==> src/hw/rtl/mbt_pkg.sv <==
// ----------------------------------------------------------------------------
// mbt_pkg
// Shared types and codes of the maze backtracker step block.
// ----------------------------------------------------------------------------
package mbt_pkg;

    localparam int CFG_DW = 7;

    localparam logic [1:0] DIR_UP    = 2'd0;
    localparam logic [1:0] DIR_DOWN  = 2'd1;
    localparam logic [1:0] DIR_LEFT  = 2'd2;
    localparam logic [1:0] DIR_RIGHT = 2'd3;

    localparam logic FUNC_STEP  = 1'b0;
    localparam logic FUNC_START = 1'b1;

    localparam logic REG_MAZE_WIDTH  = 1'b0;
    localparam logic REG_MAZE_HEIGHT = 1'b1;

    localparam logic [CFG_DW-1:0] MAZE_SIZE_RESET = 7'd64;

    typedef enum logic [2:0] {
        ST_IDLE,
        ST_CLEAR,
        ST_PROBE,
        ST_DECIDE,
        ST_POP
    } mbt_state_t;

endpackage

==> src/hw/rtl/mbt_nbr.sv <==
// ----------------------------------------------------------------------------
// mbt_nbr
// Neighbor cell of the current cell in one direction: bounds check against
// the effective maze size and visited-map address of that neighbor.
// ----------------------------------------------------------------------------
module mbt_nbr
    import mbt_pkg::*;
#(
    parameter int MAX_W = 64,
    parameter int MAX_H = 64,
    localparam int XW = $clog2(MAX_W),
    localparam int YW = $clog2(MAX_H),
    localparam int AW = $clog2(MAX_W * MAX_H)
)
(
    input  logic [CFG_DW-1:0] width_cfg,
    input  logic [CFG_DW-1:0] height_cfg,
    input  logic [XW-1:0]     cur_x,
    input  logic [YW-1:0]     cur_y,
    input  logic [1:0]        dir,
    output logic              inb,
    output logic [XW-1:0]     nx,
    output logic [YW-1:0]     ny,
    output logic [AW-1:0]     addr
);

    localparam int WW = ($clog2(MAX_W + 1) > CFG_DW) ? $clog2(MAX_W + 1) : CFG_DW;
    localparam int HW = ($clog2(MAX_H + 1) > CFG_DW) ? $clog2(MAX_H + 1) : CFG_DW;

    logic [WW-1:0] eff_w;
    logic [HW-1:0] eff_h;
    logic [WW-1:0] xe;
    logic [HW-1:0] ye;
    logic          edge_ok;

    always_comb
    begin
        if (width_cfg == '0)
        begin
            eff_w = WW'(1);
        end
        else if (WW'(width_cfg) > WW'(MAX_W))
        begin
            eff_w = WW'(MAX_W);
        end
        else
        begin
            eff_w = WW'(width_cfg);
        end

        if (height_cfg == '0)
        begin
            eff_h = HW'(1);
        end
        else if (HW'(height_cfg) > HW'(MAX_H))
        begin
            eff_h = HW'(MAX_H);
        end
        else
        begin
            eff_h = HW'(height_cfg);
        end

        xe      = WW'(cur_x);
        ye      = HW'(cur_y);
        edge_ok = 1'b1;
        unique case (dir)
            DIR_UP:
            begin
                edge_ok = (cur_y != '0);
                ye      = HW'(cur_y) - HW'(1);
            end
            DIR_DOWN:
            begin
                ye = HW'(cur_y) + HW'(1);
            end
            DIR_LEFT:
            begin
                edge_ok = (cur_x != '0);
                xe      = WW'(cur_x) - WW'(1);
            end
            DIR_RIGHT:
            begin
                xe = WW'(cur_x) + WW'(1);
            end
        endcase

        inb  = edge_ok && (xe < eff_w) && (ye < eff_h);
        nx   = XW'(xe);
        ny   = YW'(ye);
        addr = AW'(ny) * AW'(MAX_W) + AW'(nx);
    end

endmodule

==> config.mk <==
export PLATFORM = sky130hd
export DESIGN_NAME = mbt_nbr
export DESIGN_NICKNAME = d
export VERILOG_FILES = /design/src/hw/rtl/mbt_pkg.sv /design/src/hw/rtl/mbt_nbr.sv
export SDC_FILE = /design/constraint.sdc
export NUM_CORES = 1
export LEC_CHECK = 0
export ABC_AREA = 1
export BUFFER_PORTS_ARGS = -buffer_cell sky130_fd_sc_hd__buf_2
export CAP_MARGIN = 20
export CORE_UTILIZATION = 51
export DETAILED_ROUTE_END_ITERATION = 10
export GPL_TIMING_DRIVEN = 0
export PLACE_DENSITY = 0.86
export SLEW_MARGIN = 10
export SYNTH_ARGS = -nofsm -noshare
export SYNTH_HDL_FRONTEND = slang
export SYNTH_SLANG_ARGS = --single-unit
export TNS_END_PERCENT = 50
==> constraint.sdc <==
create_clock -name vclk -period 4.46
set_input_delay 0.892 -clock vclk [all_inputs]
set_output_delay 0.892 -clock vclk [all_outputs]
set_load 0.005 [all_outputs]
==> out/metrics.csv, run 1 <==
stage,metric,value,unit
synthesis,yosysWarnings,0,
critical_path,cpPeakStageDelay,0.34,ns
critical_path,critPathCaptureType,primary output,
sta,final.min_clock_period,4.21,ns
critical_path,start_kind,input port,
drt,drt_pass1_iterations,4,
synthesis,synth_compound_area_share,14.5,%
synthesis,syn_area_per_cell,5.90,um2
sta,slew_viol_final,0,
global_routing,grt_max_degree,11,
cells_and_area,instances_no_fill,279,
synthesis,ys_types,32,
job,cap_violations,0,
critical_path,crit_arrival,3.32,ns
cells_and_area,nets,306,
sta,whs,2.15,ns
cts,cts_setup_buffers,0,
drt,avgRoutedWirePerCell,9.57,um
drt,final_antenna_net_count,0,
critical_path,worstPathRequired,3.57,ns
floorplanning,initial_core_util,53.6,%
critical_path,cpMaxStageDelayCell,ha_1,
power_and_ir_drop,p_per_area,135,mW/mm2
critical_path,cp_num_buf_inv,3,
drt,via_per_inst,5.02,
critical_path,crit_top_cell,nand2_1,
sta,relSlewSlack,68.4,%
drt,wl_met1,1.27,mm
critical_path,crit_fanout,10,
drt,drc,0,
cells_and_area,seq_area,0,um2
sta,min_period_over_period,94.5,%
outcome,status,"finished, final reports clean",
floorplanning,die_x,50.0,um
sta,max_freq,237,MHz
cells_and_area,nClkBuffers,0,
power_and_ir_drop,p_leak,0.890,nW
sta,rsz0062_at_grt,false,
place,dp_hpwl,2.30,mm
critical_path,critPathKind,in -> out,
floorplanning,dieArea,0.00250,mm2
floorplanning,core,0.00219,mm2
cells_and_area,final_cell_mix,"nand2_1, buf_2, inv_1, ha_1, nor2_1",
hold_path,hp-class,in -> out,
cells_and_area,layout-drive-gt1-share,32.3,%
place,port_buffers,52,
place,finalWeightedCongestion,0.795,
global_routing,grt_pass1_wl,4.49,mm
hold_path,whs_path_depth,4,
floorplanning,ioPinCount,53,
floorplanning,die_y,50.0,um
drt,routed.top_layer,met3,
cells_and_area,seq_cells,0,
synthesis,synth_fp_nets,252,
critical_path,cp_top_family,compound AO/OA/AOI/OAI gates,
synthesis,synth_fa_ha_area_share,27.9,%
synthesis,synthCells,199,
cells_and_area,fillers,220,
place,placed_cells,279,
cells_and_area,final_area,0.00151,mm2
drt,dr_wl_met3,130,um
synthesis,synth_top_family_by_area,simple AND/OR/NAND/NOR gates,
sta,finalHoldViolations,0,
global_routing,antenna_found_initial,0,
critical_path,path_cells,"buf_6, buf_6, nand2_4, ha_1, a21oi_1, nand2_1, nand2_1, nand2_1, o21ai_1, ha_1, a21oi_1, nor2_1, o21ai_0, nand3b_1, nor2_1, nand2_1, nor2_2, buf_2",
drt,dr.first_iter.drc_count,18,
global_routing,grt_pass1_vias,1106,
global_routing,grt.overflow.total,0,
sta,worst_slew_pin_slew,0.469,ns
drt,wl_met2,1.27,mm
sta,setup_viol,0,
drt,vias,1400,
floorplanning,num_rows,17,
synthesis,synth_xor_area_share,1.49,%
synthesis,synth_area,0.00117,mm2
cells_and_area,area_delta_synth_final,28.5,%
synthesis,synth_simple_gate_area_share,38.8,%
power_and_ir_drop,irDropWorstVdd,0.0000832,V
synthesis,muxShareOfSynthArea,0,%
synthesis,yosysSeqAreaShare,0,%
drt,drt-total-wl,2.67,mm
place,placed_area,0.00147,mm2
global_routing,grt_use_total,21.7,%
critical_path,path_depth,18,
cells_and_area,diodes,0,
==> tightest hold or removal path: stages <==
cell and delay [ns]:
buf_2 0.12, nand2_1 0.06, nand2_2 0.08, buf_2 0.11
==> area by class of cell <==
| type | count | area (um2) | share of cell area (%) |
|---|---|---|---|
| buffer | 14 | 113 | 7.47 |
| inverter | 24 | 97.6 | 6.47 |
| multi-input combinational | 161 | 1000 | 66.5 |
| tap | 28 | 35.0 | 2.32 |
| timing repair buffer | 52 | 260 | 17.3 |
==> cell usage after synthesis (2+ instances only) <==
cell type  instances  area (um2)
a31oi_1            2        12.5
nand3b_1           2        15.0
a21oi_1           13        65.1
nor2_1            21        78.8
nand2_1           54         203
nand4_1            3        18.8
nand2_2            2        12.5
ha_1              23         288
nor3_1             2        10.0
buf_4             12        90.1
or2_2              2        12.5
nand3_1           10        50.1
or2_1              2        12.5
o21ai_0           11        55.1
inv_1             22        82.6
fa_1               2        40.0
==> worst paths after layout <==
path                 start      end  slack (ns)
setup / recovery    dir[1]      inb        0.25
hold / removal    cur_y[0]  addr[6]        2.15
==> per-stage QoR <==
step | worst slack [ns] | TNS, ns | total power (W) | util [%]
floorplan | 0.185 | 0 | 0.000133 | -
global placement | -0.292 | -0.292 | 0.000193 | 67.0
detailed placement | -0.353 | -0.353 | 0.000197 | 67.0
CTS | 0.00392 | 0 | 0.000199 | 67.2
global route | 0.0133 | 0 | 0.000232 | 68.8
finish | 0.246 | 0 | 0.000203 | 68.8
==> power breakdown <==
group	switching, W	internal [W]	leakage, nW
clock network	0	0	0
logic	0.000105	0.0000985	0.890
registers	0	0	0
==> routing by layer <==
metal,track usage [%],vias to the layer above
met1,28.8,613
li1,-,746
met4,0,0
met3,0,0
met5,0,-
met2,41.0,41
==> kinds of logic (layout without fill, tap and decap cells) <==
kind of cell,count (synthesis),count (layout)
AND/OR/NAND/NOR,103,103
buffers and inverters,38,90
adder cells (fa/ha/maj),25,25
AO/OA/AOI/OAI,31,31
XOR/XNOR,2,2
==> repair_timing <==
item / 4_1_cts / 5_1_grt
hold buffers: 0 / 0
resized for setup: 3 / 11
endpoints found under the hold margin: 0 / 0
gates cloned: 0 / 0
endpoints found under the setup margin: 1 / 1
Power figures use the tool's default switching activity.
==> run 2, diff against run 1 <==
--- a/config.mk
+++ b/config.mk
@@ -10,6 +10,6 @@
 export CAP_MARGIN = 20
-export CORE_UTILIZATION = 51
+export CORE_UTILIZATION = 54
 export DETAILED_ROUTE_END_ITERATION = 10
 export GPL_TIMING_DRIVEN = 0
-export PLACE_DENSITY = 0.86
+export PLACE_DENSITY = 0.9
 export SLEW_MARGIN = 10
==> constraint.sdc (replaced) <==
create_clock -name vclk -period 5.4
set_input_delay 1.35 -clock vclk [all_inputs]
set_output_delay 1.35 -clock vclk [all_outputs]
set_load 0.005 [all_outputs]
==> run 2 against run 1 <==
Effect of this change: critical path depth is 1 higher; final area is 1.2% lower; via count is 1.6% lower; clock-buffer cell count stayed put; non-clock buffer count stayed put; largest power group unchanged; hold slack better by 0.92 ns; cell count is 0.36% lower.
==> out/metrics.csv, run 2 (same netlist as run 1, synthesis figures left out) <==
stage,metric,value,unit,change
cells_and_area,layout-drive-gt1-share,31.9,%,-0.40 points
power_and_ir_drop,switching_share,51.7,%,+0.18 points
drt,avgRoutedWirePerCell,9.71,um,+1.4%
sta,slew_viol_final,0,,unchanged
cells_and_area,seq_cells,0,,unchanged
sta,min_period_over_period,95.3,%,
power_and_ir_drop,p_switching,0.0000857,W,-18%
drt,drc,0,,unchanged
global_routing,antenna_found_initial,0,,unchanged
floorplanning,dieArea,0.00236,mm2,-5.3%
sta,setup_ws,0.256,ns,+0.0101 ns
critical_path,critPathKind,in -> out,,
floorplanning,initial_core_util,58.6,%,+5.1 points
global_routing,grt_pass1_vias,1248,,+13%
sta,timing.setup.tns,0,ns,unchanged
power_and_ir_drop,irDropWorstVdd,0.0000629,V,-24%
sta,relSlewSlack,72.3,%,+3.9 points
floorplanning,ioPinCount,53,,unchanged
floorplanning,core,0.00200,mm2,-8.6%
power_and_ir_drop,p_int,0.0000801,W,-19%
critical_path,crit_arrival,3.79,ns,+0.47 ns
critical_path,critPathCaptureType,primary output,,
global_routing,grt_pass1_wl,4.93,mm,+10%
critical_path,crit_fanout,10,,unchanged
cts,hold_buffers,0,,unchanged
sta,max_freq,194,MHz,
floorplanning,num_rows,16,,-1
outcome,status,"finished, final reports clean",,
place,pre_cts_ws,-0.286,ns,+0.0673 ns
sta,finalHoldViolations,0,,unchanged
critical_path,worstPathRequired,4.05,ns,+0.48 ns
drt,drt-total-wl,2.70,mm,+1.0%
floorplanning,die_x,48.6,um,-2.7%
cells_and_area,area_delta_synth_final,27.0,%,
cells_and_area,nClkBuffers,0,,unchanged
cells_and_area,diodes,0,,unchanged
power_and_ir_drop,total_power,0.000166,W,-18%
place,finalWeightedCongestion,0.828,,+4.1%
job,cap_violations,0,,unchanged
critical_path,start_kind,input port,,
cells_and_area,fillers,200,,-9.1%
power_and_ir_drop,p_per_area,111,mW/mm2,-17%
cts,cts_setup_buffers,0,,unchanged
global_routing,grt.overflow.total,0,,unchanged
drt,vias,1377,,-1.6%
place,port_buffers,52,,unchanged
drt,drt_pass1_iterations,4,,unchanged
critical_path,crit_path_start,dir[1],,
power_and_ir_drop,comb_power_share,100.0,%,about the same
cells_and_area,nets,306,,unchanged
sta,rsz0062_at_grt,false,,
power_and_ir_drop,pwr-share-seq,0,%,unchanged
sta,worst_slew_pin_slew,0.411,ns,-0.0578 ns
sta,final.min_clock_period,5.14,ns,
sta,setup_viol,0,,unchanged
drt,final_antenna_net_count,0,,unchanged
cells_and_area,seq_area,0,um2,unchanged
critical_path,crit_end,inb,,
global_routing,grt_use_total,24.7,%,+3.0 points
drt,dr.first_iter.drc_count,18,,unchanged
global_routing,grt_max_degree,11,,unchanged
cells_and_area,final_cell_mix,"nand2_1, buf_2, ha_1",,
hold_path,hp-class,in -> out,,
drt,via_per_inst,4.95,,-1.3%
power_and_ir_drop,clkPwrFrac,0,%,unchanged
power_and_ir_drop,p_leak,0.889,nW,about the same
place,dp_hpwl,2.33,mm,+1.2%
floorplanning,die_y,48.6,um,-2.7%
sta,whs,3.08,ns,+0.925 ns
-- run 2: cell types whose count changed in the layout (fill, tap and decap cells not counted) --
cell | previous run | this run
o21ai_2 | 1 | 2
ha_1 | 22 | 23
ha_4 | 1 | 0
o21ai_1 | 4 | 3
buf_6 | 2 | 1
a21oi_1 | 12 | 13
a21oi_2 | 1 | 0
buf_4 | 12 | 13
-- run 2: what timing repair did --
action | in CTS | in global routing
resized for setup | 3 | 9
endpoints found under the setup margin | 1 | 1
hold endpoints to repair | 0 | 0
-- run 2: worst min-delay path by stage --
stage / depth (start not counted) / from / end / slack [ns]
CTS: 4 / cur_y[0] / addr[6] / 3.08
global placement: 4 / cur_y[0] / addr[6] / 3.07
floorplan: 2 / cur_y[0] / addr[6] / 2.81
global route: 4 / cur_x[4] / addr[4] / 3.11
finish: 4 / cur_y[0] / addr[6] / 3.08
detailed placement: 4 / cur_y[0] / addr[6] / 3.08
-- run 2: metal layers --
| layer | share of wire (%) | GRT usage [%] | wire length (um) |
|---|---|---|---|
| met5 | 0 | 0 | 0 |
| met1 | 46 | 29.7 | 1240 |
| met4 | 0 | 2.94 | 0 |
| met2 | 49 | 47.9 | 1320 |
| met3 | 5.1 | 1.89 | 137 |
-- run 2: layout make-up --
| class | instances | area (um2) | area share (%) |
|---|---|---|---|
| well taps | 27 | 33.8 | 2.27 |
| multi-input cells | 161 | 990 | 66.4 |
| repair buffers | 52 | 260 | 17.5 |
| inverters | 24 | 97.6 | 6.55 |
| plain buffers | 14 | 109 | 7.30 |
-- run 2: worst max-delay path, stage by stage --
cell and delay [ns]:
buf_6 0.13, buf_4 0.19, nand2_4 0.10, ha_1 0.32, a21o_1 0.20, nand2_1 0.05
nand3_1 0.08, or2_1 0.21, nand3_1 0.06, o21ai_1 0.11, ha_1 0.32, inv_1 0.06
nor2_1 0.03, o21ai_0 0.14, nand3b_1 0.09, nor2_1 0.09, nand2_1 0.07, nor2_2 0.06
buf_2 0.11
-- run 2: power groups by stage --
stage | Sequential [W] | Combinational [W] | Clock [W]
final | 0 | 0.000166 | 0
after global routing | 0 | 0.000191 | 0
after CTS | 0 | 0.000164 | 0
after detailed placement | 0 | 0.000163 | 0
after global placement | 0 | 0.000159 | 0
after floorplan | 0 | 0.000110 | 0
-- run 2: through the flow --
| stage | utilization, % | area [um2] | std cells |
|---|---|---|---|
| after global placement | 73.3 | 1470 | 278 |
| final | 74.4 | 1490 | 278 |
| after CTS | 73.5 | 1470 | 278 |
| after detailed placement | 73.3 | 1470 | 278 |
| after global routing | 74.4 | 1490 | 278 |
| after floorplan | - | 1170 | 199 |
==> run 3, diff against run 2 <==
CORE_MARGIN = 2   (was not set)
CORE_UTILIZATION = 51   (was 54)
PLACE_DENSITY = 0.86   (was 0.9)
clock period = 5.3 ns   (was 5.4 ns; I/O delays follow)
==> run 3 against run 2 <==
Effect of this change: routed wire length grew 3.2%; sequential share of layout area is the same; via count grew 3.0%; core utilization shrank 4.5 points; global-route usage shrank 4.1 points; total power grew 5.0%; non-clock buffer count is the same; final area grew 2.9%; critical endpoint unchanged; largest cell class unchanged; largest power group unchanged.
==> out/metrics.csv, run 3 (same netlist as run 1, synthesis figures left out) <==
stage,metric,value,unit,change
floorplanning,initial_core_util,53.6,%,-5.1 points
outcome,status,"finished, final reports clean",,
place,finalWeightedCongestion,0.776,,-6.2%
cells_and_area,final_area,0.00153,mm2,+2.9%
cells_and_area,layout-drive-gt1-share,33.9,%,+2.0 points
sta,final.min_clock_period,5.08,ns,
cells_and_area,diodes,0,,unchanged
cells_and_area,final_cell_mix,"nand2_1, buf_2, nor2_1, inv_1, ha_1",,
sta,whs,3.03,ns,-0.0527 ns
cells_and_area,area_delta_synth_final,30.6,%,
place,pre_cts_ws,-0.339,ns,-0.0528 ns
global_routing,grt.overflow.total,0,,unchanged
place,placed_cells,279,,+0.36%
drt,drc,0,,unchanged
sta,slew_viol_final,0,,unchanged
cells_and_area,nets,306,,unchanged
place,placed_area,0.00147,mm2,about the same
critical_path,worstPathRequired,3.97,ns,-0.08 ns
cells_and_area,instances_no_fill,279,,+0.36%
critical_path,crit_fanout,10,,unchanged
drt,dr.first_iter.drc_count,28,,+10
critical_path,critPathCaptureType,primary output,,
power_and_ir_drop,p_leak,0.891,nW,+0.25%
sta,relSlewSlack,69.4,%,-2.9 points
sta,timing.setup.tns,0,ns,unchanged
place,dp_hpwl,2.37,mm,+1.7%
critical_path,start_kind,input port,,
floorplanning,core,0.00219,mm2,+9.4%
critical_path,crit_path_start,dir[1],,
cells_and_area,seq_cells,0,,unchanged
floorplanning,die_y,52.0,um,+6.9%
sta,worst_slew_pin_slew,0.454,ns,+0.0424 ns
cells_and_area,nClkBuffers,0,,unchanged
critical_path,path_depth,18,,-1
global_routing,antenna_found_initial,0,,unchanged
critical_path,cp_top_family,simple AND/OR/NAND/NOR gates,,
global_routing,grt_use_total,20.5,%,-4.1 points
critical_path,cpMaxStageDelayCell,fa_1,,
critical_path,path_cells,"buf_6, buf_8, nand2_4, fa_1, nand3_1, nand2_1, nand2_1, nand2_1, o21ai_1, ha_1, a21oi_1, nor2_1, o21ai_0, nand3b_1, nor2_1, nand2_1, nor2_2, buf_2",,
critical_path,critPathKind,in -> out,,
drt,final_antenna_net_count,0,,unchanged
critical_path,cpPeakStageDelay,0.42,ns,+0.10 ns
floorplanning,num_rows,17,,+1
hold_path,hp-class,in -> out,,
sta,max_freq,197,MHz,
power_and_ir_drop,p_per_area,114,mW/mm2,+2.1%
critical_path,cp_num_buf_inv,3,,-1
critical_path,crit_arrival,3.76,ns,-0.03 ns
sta,min_period_over_period,95.9,%,
drt,vias,1418,,+3.0%
floorplanning,die_x,52.0,um,+6.9%
floorplanning,ioPinCount,53,,unchanged
drt,drt_pass1_iterations,4,,unchanged
sta,finalHoldViolations,0,,unchanged
cells_and_area,seq_area,0,um2,unchanged
critical_path,crit_top_cell,nand2_1,,
global_routing,grt_max_degree,11,,unchanged
place,port_buffers,52,,unchanged
power_and_ir_drop,irDropWorstVdd,0.0000638,V,+1.4%
drt,via_per_inst,5.08,,+2.6%
critical_path,crit_end,inb,,
global_routing,grt_pass1_wl,4.51,mm,-8.7%
drt,avgRoutedWirePerCell,9.98,um,+2.8%
sta,setup_ws,0.215,ns,-0.0403 ns
job,cap_violations,0,,unchanged
floorplanning,dieArea,0.00270,mm2,+14%
sta,setup_viol,0,,unchanged
global_routing,grt_pass1_vias,1156,,-7.4%
drt,drt-total-wl,2.78,mm,+3.2%
-- run 3: cell types whose count changed in the layout (fill, tap and decap cells not counted) --
cell	change
a31oi_1	-1
a31oi_2	+1
buf_4	-1
buf_8	+1
ha_1	-3
ha_2	+1
ha_4	+2
inv_1	-1
inv_2	+1
-- run 3: worst min path at each step --
stage,from,end,slack [ns],cells after the start
after global placement,cur_y[0],addr[6],3.01,4
after global routing,cur_y[0],addr[6],3.07,4
final,cur_y[0],addr[6],3.03,4
after CTS,cur_y[0],addr[6],3.02,4
after floorplan,cur_y[0],addr[6],2.76,2
after detailed placement,cur_y[0],addr[6],3.02,4
-- run 3: routing by layer --
layer	wire length [um]	global-route usage (%)	up-vias	part of all wire [%]
met5	0	0	-	0
met2	1400	39.7	41	50
met1	1230	26.8	630	44
met4	0	0	0	0
li1	-	-	747	-
met3	155	0	0	5.6
-- run 3: what timing repair did --
action                                 4_1_cts  5_1_grt
setup endpoints to repair                    1        1
gates resized for setup                      4       14
hold buffers                                 0        0
endpoints found under the hold margin        0        0
buffers inserted                             0        0
-- run 3: worst min-delay path, stage by stage --
cell and delay (ns):
buf_2 0.12, nand2_1 0.06, nand2_2 0.08, buf_2 0.11
-- run 3: final cells by class --
| class | count | area, um2 |
|---|---|---|
| multi-input cells | 161 | 1020 |
| repair buffers | 52 | 260 |
| fillers | 218 | 658 |
| plain buffers | 14 | 116 |
| well taps | 28 | 35.0 |
| inverters | 24 | 97.6 |
-- run 3: through the flow --
| step | utilization (%) | power [W] |
|---|---|---|
| 6_report | 70.0 | 0.000174 |
| 2_1_floorplan | - | 0.000112 |
| 5_1_grt | 70.0 | 0.000198 |
| 3_5_place_dp | 67.0 | 0.000167 |
| 4_1_cts | 67.3 | 0.000168 |
| 3_3_place_gp | 67.0 | 0.000163 |
-- run 3: where the power goes --
group / leakage (nW) / switching, W / internal [W]
registers: 0 / 0 / 0
clock network: 0 / 0 / 0
logic: 0.891 / 0.0000892 / 0.0000850
